$ cat src/allm_cfg.sv
// APB-style register file holding the search compare mask.
// Depends on nothing beyond the clock and reset.
`default_nettype none
module allm_cfg (
  input  wire logic        clk,
  input  wire logic        rst_n,
  input  wire logic        psel,
  input  wire logic        penable,
  input  wire logic        pwrite,
  input  wire logic [1:0]  paddr,
  input  wire logic [31:0] pwdata,
  output logic [31:0]      prdata,
  output logic             pready,
  output logic [31:0]      mask
);
  logic [31:0] mask_r;
  logic        sel0;
  assign sel0   = (paddr == 2'd0);
  assign pready = 1'b1;
  assign mask   = mask_r;
  assign prdata = sel0 ? mask_r : 32'd0;
  always_ff @(posedge clk) begin
    if (!rst_n) mask_r <= '1;
    else if (psel && penable && pwrite && sel0) mask_r <= pwdata;
  end
endmodule
`default_nettype wire

$ cat config.mk
export PLATFORM = sky130hd
export DESIGN_NAME = allm_cfg
export DESIGN_NICKNAME = d
export VERILOG_FILES = /design/src/allm_cfg.sv
export SDC_FILE = /design/constraint.sdc
export NUM_CORES = 1
export LEC_CHECK = 0
export ABC_CLOCK_PERIOD_IN_PS = 1600
export BUFFER_PORTS_ARGS = -buffer_cell sky130_fd_sc_hd__buf_2
export CAP_MARGIN = 20
export CORE_ASPECT_RATIO = 1.5
export CORE_MARGIN = 1.5
export CORE_UTILIZATION = 41
export DETAILED_ROUTE_END_ITERATION = 10
export PLACE_DENSITY = 0.77
export SYNTH_ARGS = -nofsm -noshare
export SYNTH_HDL_FRONTEND = slang
export SYNTH_SLANG_ARGS = --single-unit
$ cat constraint.sdc
create_clock -name clk -period 1.6 [get_ports clk]
set_input_delay 0.24 -clock clk [delete_from_list [all_inputs] [get_ports clk]]
set_output_delay 0.24 -clock clk [all_outputs]
set_load 0.02 [all_outputs]
-- Word-level counts from Yosys, hierarchy flattened
Cells that the tools add are included.
- mux-type cells: 1
- reduce and logical (&&, ||, !) cells: 4
- operators by type and width (operator ; number):
    $mux 32 ; 1
    $logic_and 1x1->1 ; 3
    $logic_not 2->1 ; 1
- bits in registers: 32
- input port bits: 39
- output and inout port bits: 65
- word-level logic and storage cells: 6

-- Logic depth before layout (Yosys ltp)
Gate-level depths: netlist of run 1.
- depth in word-level cells: 3
- depth in mapped cells: 5
- depth with buffers taken out: 3

-- Worst setup path before layout of run 1
OpenSTA, ideal clock, no wires.
- kind: in2reg
- from: input port paddr[0]
- to: register mask_r[0], in the netlist mask[0]
- library setup time: 0.114 ns
- arrival time: 1.100 ns
- data required time: 1.486 ns
- setup slack: 0.386 ns
- stages on the path: 5
- path buffers: 2
- cell sequence: nand4bb_4 > or2_1 > buf_6 > buf_6 > a21o_1
- word-level cells in the longest chain between the ends: 2
- ends and longest elaborated chain (item ; RTL line ; source):
    from (decl) ; 10 ; input wire logic [1:0] paddr,
    $logic_not 2->1 ; 18 ; assign sel0 = (paddr == 2'd0);
    $logic_and 1x1->1 ; 24 ; else if (psel && penable && pwrite && sel0) mask_r <= pwdata;
    to (signal assigned) ; 24 ;
    to (decl) ; 16 ; logic [31:0] mask_r;
Every way passes these cells.
A chain may end at the register's enable or synchronous reset.

-- Worst setup path after layout of run 1
- from: input port paddr[1]
- to: output port prdata[8]
- word-level cells in the longest chain between the ends: 2
- ends and longest elaborated chain (item ; RTL line ; source):
    $logic_not 2->1 ; 18 ;
    $mux 32 ; 21 ; assign prdata = sel0 ? mask_r : 32'd0;
    to (decl) ; 12 ; output logic [31:0] prdata,
Every way passes these cells.

==> results of run 1 <==
cells in the final DEF (no fill, tap or decap), drive strengths merged:
cell type and instances:
inv 2, o211ai 1, nand4bb 1, dfxtp 32, clkbuf 7, a21o 31
o21ai 32, and2 32, conb 1, nand2 31, or2 1, nor2 1
buf 107
stage by stage:
step	total power, uW	setup WS [ps]
after CTS	1817	348.2
after detailed placement	1172	254.3
after global placement	1165	268.7
final	1799	368.6
after global routing	1875	284.9
after floorplan	1043	385.9
layer usage:
layer | global-route usage [%] | wire [um]
met1 | 21.65 | 1541
met2 | 34.13 | 2019
met3 | 6.809 | 338
met4 | 10.51 | 86
met5 | 0 | 0
cell families (layout without fill, tap and decap cells):
group,count (synthesis),in the layout,share of synthesized area (%)
other cells,1,1,0.2493
compound gates,64,64,26.62
flops,32,32,42.60
simple gates,66,66,23.54
buf+inv,19,116,6.988
worst reg2reg max path, cell delays in order (launching register included):
cell,delay [ps]
dfxtp_1,310
o21ai_0,70
o211ai_1,110
cell usage after synthesis:
| master | count | area (um2) |
|---|---|---|
| and2_1 | 32 | 200.2 |
| dfxtp_1 | 32 | 640.6 |
| o21ai_0 | 32 | 160.2 |
| a21o_1 | 31 | 232.7 |
| nand2_1 | 31 | 116.4 |
| clkbuf_1 | 12 | 45.04 |
| buf_6 | 4 | 45.04 |
| inv_1 | 2 | 7.510 |
| buf_4 | 1 | 7.510 |
| conb_1 | 1 | 3.750 |
| nand4bb_4 | 1 | 27.53 |
| nor2_1 | 1 | 3.750 |
| o211ai_1 | 1 | 7.510 |
| or2_1 | 1 | 6.260 |
layout make-up:
cell class              count  area (um2)
clock buffers               7       96.34
fillers                   349        1343
inverters                   2       7.507
multi-input cells         131       760.7
flip-flops and latches     32       640.6
well taps                  42       52.55
repair buffers            107       548.0
final timing paths:
| path | endpoint | slack [ps] | depth (start not counted) |
|---|---|---|---|
| max | prdata[8] | 370 | 5 |
| min | mask[14] | 240 | 3 |
| max reg2reg | mask[14] | 970 | 2 |
| min reg2reg | mask[20] | 470 | 1 |
report_power, final:
group / internal [uW] / switching (uW) / total, uW / leakage, uW
logic: 133 / 191 / 324 / 0.000682
clock network: 382 / 265 / 647 / 0.0000503
registers: 815 / 12.4 / 828 / 0.000260
total: 1330 / 469 / 1800 / 0.000993
==> results.sh, run 1 <==
export IMPL_status="finished, final reports clean"
export IMPL_drv_slew=0
export IMPL_worst_path_buf_inv=3
export IMPL_start_util_pct=43.61
export IMPL_endpoint_kind="output pin"
export IMPL_h_tree_depth=2
export IMPL_skew_ps=0
export IMPL_crit_path_top_delay_cell="buf_4"
export IMPL_largest_reg_flops=32
export IMPL_critical_path_startpoint_type="input pin"
export IMPL_clkSinkCount=32
export IMPL_path_clk_slew_ps=60
export IMPL_cpMostUsedCell="buf_2"
export IMPL_grt_ovfl_total=0
export IMPL_core_um2=3448
export IMPL_cts_resized=0
export IMPL_final_nets=318
export IMPL_p_leak_uw=0.0009925
export IMPL_period_share_pct=76.96
export IMPL_crit_path_start="paddr[1]"
export IMPL_die_w_um=52.45
export IMPL_max_cap_violations=0
export IMPL_critPathKind="input pin to output pin"
export IMPL_worstPathRequired_ps=1360
export IMPL_clock_latency_ps=270
export IMPL_netlist_area_um2=1504
export IMPL_grt_pass1_vias=1462
export IMPL_num_vias=1557
export IMPL_finalHoldViolCount=0
export IMPL_cts_root_buffer="clkbuf_8"
export IMPL_crit_fanout=18
export IMPL_row_count=26
export IMPL_hold_slack_ps=243.0
export IMPL_r2r_start="mask[14]"
export IMPL_min_period_ps=1231
export IMPL_ios=104
export IMPL_hpwl_um=2776
export IMPL_areaGrowthSynthToFinish_pct=40.02
export IMPL_power_density_nw_per_um2=854.3
export IMPL_drive_gt1_share_pct=41.58
export IMPL_min_delay_start="pwdata[14]"
export IMPL_fin_util_pct=61.07
export IMPL_drt_iter0_drc=18
export IMPL_port_buffer_count=102
export IMPL_die_h_um=77.18
export IMPL_design_area_um2=2106
export IMPL_cts_buffers=5
export IMPL_yosysSeqAreaShare_pct=42.60
export IMPL_via_per_inst=4.850
export IMPL_instances_no_fill=321
export IMPL_grt_pass1_wl_um=6196
export IMPL_slowest_delay_ps=210
export IMPL_drc=0
export IMPL_grt_use_total_pct=20.33
export IMPL_tns_ps=0
export IMPL_antenna_found_initial=0
export IMPL_cts_setup_buffers=0
export IMPL_first_pass_iters=4
export IMPL_ir_drop_mv=0.8015
export IMPL_die_area_um2=4048
export IMPL_ant_nets=0
export IMPL_diodes=0
export IMPL_dpl_cell_count=314
export IMPL_grt_max_degree=33
export IMPL_routed_wl_um=3986
export IMPL_place_area_um2=2009
export IMPL_avgSynthCellArea_um2=8.263
export IMPL_cts_hold_buf=0
export IMPL_synth_cells=182
export IMPL_finalSetupViolCount=0
export IMPL_yosys_warnings=0
export IMPL_crit_chain="buf_2 -> nor2_2 -> buf_4 -> and2_1 -> buf_2"
export IMPL_clockBufferDepth=2
export IMPL_max_freq_ghz=0.8121
export IMPL_routedWlPerCell_um=12.42
export IMPL_ys_types=14
export IMPL_gp_congestion=0.7201
export IMPL_syn_nets=221
export IMPL_grt_setup_unrepaired="no"
export IMPL_hold_path_class="input pin to flop"
export IMPL_path_delay_family="buffers and inverters"
export IMPL_tritoncts="built"
export IMPL_ys_ff_latch=32
export IMPL_critPathArrivalTime_ps=990
Power figures use the tool's default switching activity.
==> run 2: changes to the inputs <==
--- a/config.mk
+++ b/config.mk
@@ -5,7 +5,7 @@
 export SDC_FILE = /design/constraint.sdc
 export NUM_CORES = 1
 export LEC_CHECK = 0
-export ABC_CLOCK_PERIOD_IN_PS = 1600
+export ABC_CLOCK_PERIOD_IN_PS = 1280
 export BUFFER_PORTS_ARGS = -buffer_cell sky130_fd_sc_hd__buf_2
 export CAP_MARGIN = 20
 export CORE_ASPECT_RATIO = 1.5
==> constraint.sdc (replaced) <==
create_clock -name clk -period 1.28 [get_ports clk]
set_input_delay 0.192 -clock clk [delete_from_list [all_inputs] [get_ports clk]]
set_output_delay 0.192 -clock clk [all_outputs]
set_load 0.02 [all_outputs]
==> results.sh, run 2 (same netlist as run 1, synthesis figures left out) <==
export IMPL_cts_resized=0
export IMPL_hpwl_um=2874
export IMPL_tns_ps=0
export IMPL_tritoncts="built"
export IMPL_min_period_ps=1138
export IMPL_max_cap_violations=0
export IMPL_row_count=26
export IMPL_die_h_um=77.18
export IMPL_grt_use_total_pct=21.56
export IMPL_clock_latency_ps=270
export IMPL_hold_path_class="input pin to flop"
export IMPL_seq_area_um2=640.6
export IMPL_clockBufferDepth=2
export IMPL_areaGrowthSynthToFinish_pct=41.43
export IMPL_cts_buffers=5
export IMPL_multi_input_area_um2=760.7
export IMPL_grt_setup_unrepaired="no"
export IMPL_critPathArrivalTime_ps=950
export IMPL_fillers=367
export IMPL_r2r_worst_path_cells=2
export IMPL_r2r_end="mask[14]"
export IMPL_drc=0
export IMPL_swShare_pct=26.74
export IMPL_layout_common_cells="buf_2, and2_1, o21ai_0, dfxtp_1"
export IMPL_first_pass_iters=4
export IMPL_diodes=0
export IMPL_power_density_nw_per_um2=1044
export IMPL_final_common_cell="buf_2"
export IMPL_start_util_pct=43.61
export IMPL_endpoint_kind="output pin"
export IMPL_drv_slew=0
export IMPL_ir_drop_mv=0.7572
export IMPL_worstPathRequired_ps=1090
export IMPL_critPathCapture="prdata[2]"
export IMPL_design_area_um2=2127
export IMPL_ant_nets=0
export IMPL_drive_gt1_share_pct=41.49
export IMPL_period_share_pct=88.91
export IMPL_grt_pass1_wl_um=6762
export IMPL_largest_reg_flops=32
export IMPL_status="finished, final reports clean"
export IMPL_ios=104
export IMPL_cts_root_buffer="clkbuf_8"
export IMPL_die_area_um2=4048
export IMPL_port_buffer_count=102
export IMPL_via_per_inst=4.938
export IMPL_final_nets=320
export IMPL_path_clk_slew_ps=60
export IMPL_p_int_uw=1627
export IMPL_h_tree_depth=2
export IMPL_p_seq_share_pct=46.5
export IMPL_grt_ovfl_total=0
export IMPL_drt_iter0_drc=28
export IMPL_routedWlPerCell_um=12.31
export IMPL_grt_pass1_vias=1589
export IMPL_max_freq_ghz=0.8787
export IMPL_num_vias=1600
export IMPL_critical_path_startpoint_type="input pin"
export IMPL_finalSetupViolCount=0
export IMPL_antenna_found_initial=0
export IMPL_switchingPower_uw=594.0
export IMPL_finalHoldViolCount=0
export IMPL_r2r_start="mask[14]"
export IMPL_cts_hold_buf=0
export IMPL_skew_ps=0
export IMPL_die_w_um=52.45
export IMPL_clkSinkCount=32
export IMPL_p_leak_uw=0.001003
export IMPL_ff2ff_setup_slack_ps=620
export IMPL_hold_slack_ps=200.2
export IMPL_cts_setup_buffers=0
export IMPL_crit_path_start="paddr[1]"
export IMPL_critPathKind="input pin to output pin"
export IMPL_combPwrFrac_pct=18.5
export IMPL_routed_wl_um=3988
export IMPL_gp_congestion=0.7442
export IMPL_grt_max_degree=33
export IMPL_core_um2=3448
export IMPL_place_area_um2=2037
export IMPL_crit_fanout=14
export IMPL_p_clk_share_pct=35.0
run 2: area by class of cell:
cell class	instances	share of cell area (%)
Clock buffer	8	4.235
Timing Repair Buffer	109	27.06
Sequential cell	32	30.12
Tap cell	42	2.471
Inverter	2	0.3529
Multi-Input combinational cell	131	35.76
run 2: power by group through the flow:
stage	Combinational [uW]	Clock, uW	Sequential (uW)
4_1_cts	416	802	1030
3_5_place_dp	414	0	1060
6_report	411	777	1030
3_3_place_gp	406	0	1060
5_1_grt	455	842	1040
2_1_floorplan	222	0	1080
run 2: how the worst min path moves through the flow:
stage / startpoint / end / depth (start not counted)
after floorplan: rst_n / mask[26] / 2
after global placement: mask[20] / mask[20] / 1
after detailed placement: mask[22] / mask[22] / 1
after CTS: pwdata[14] / mask[14] / 3
after global routing: pwdata[14] / mask[14] / 3
final: pwdata[14] / mask[14] / 3
run 2: worst max-delay path, cell delays in order:
cell and delay [ps]:
buf_2 110, nor2_2 150, buf_4 190, and2_1 130, buf_2 160
run 2: layer usage:
layer / global-route usage (%) / part of all wire [%] / wire length, um / vias up
met2: 38.75 / 52 / 2077 / 64
met1: 21.99 / 38 / 1534 / 736
li1: - / - / - / 792
met5: 0 / 0 / 0 / -
met4: 11.03 / 1.9 / 74 / 0
met3: 4.864 / 7.5 / 301 / 8
run 2: per-stage QoR:
| step | worst slack [ps] | utilization (%) | instances | total power (uW) |
|---|---|---|---|---|
| 3_3_place_gp | 34.63 | 59.07 | 316 | 1461 |
| 4_1_cts | 128.8 | 61.68 | 324 | 2251 |
| 6_report | 142.0 | 61.68 | 324 | 2221 |
| 5_1_grt | 43.24 | 61.68 | 324 | 2332 |
| 3_5_place_dp | 13.06 | 59.07 | 316 | 1470 |
| 2_1_floorplan | 113.9 | - | 182 | 1304 |
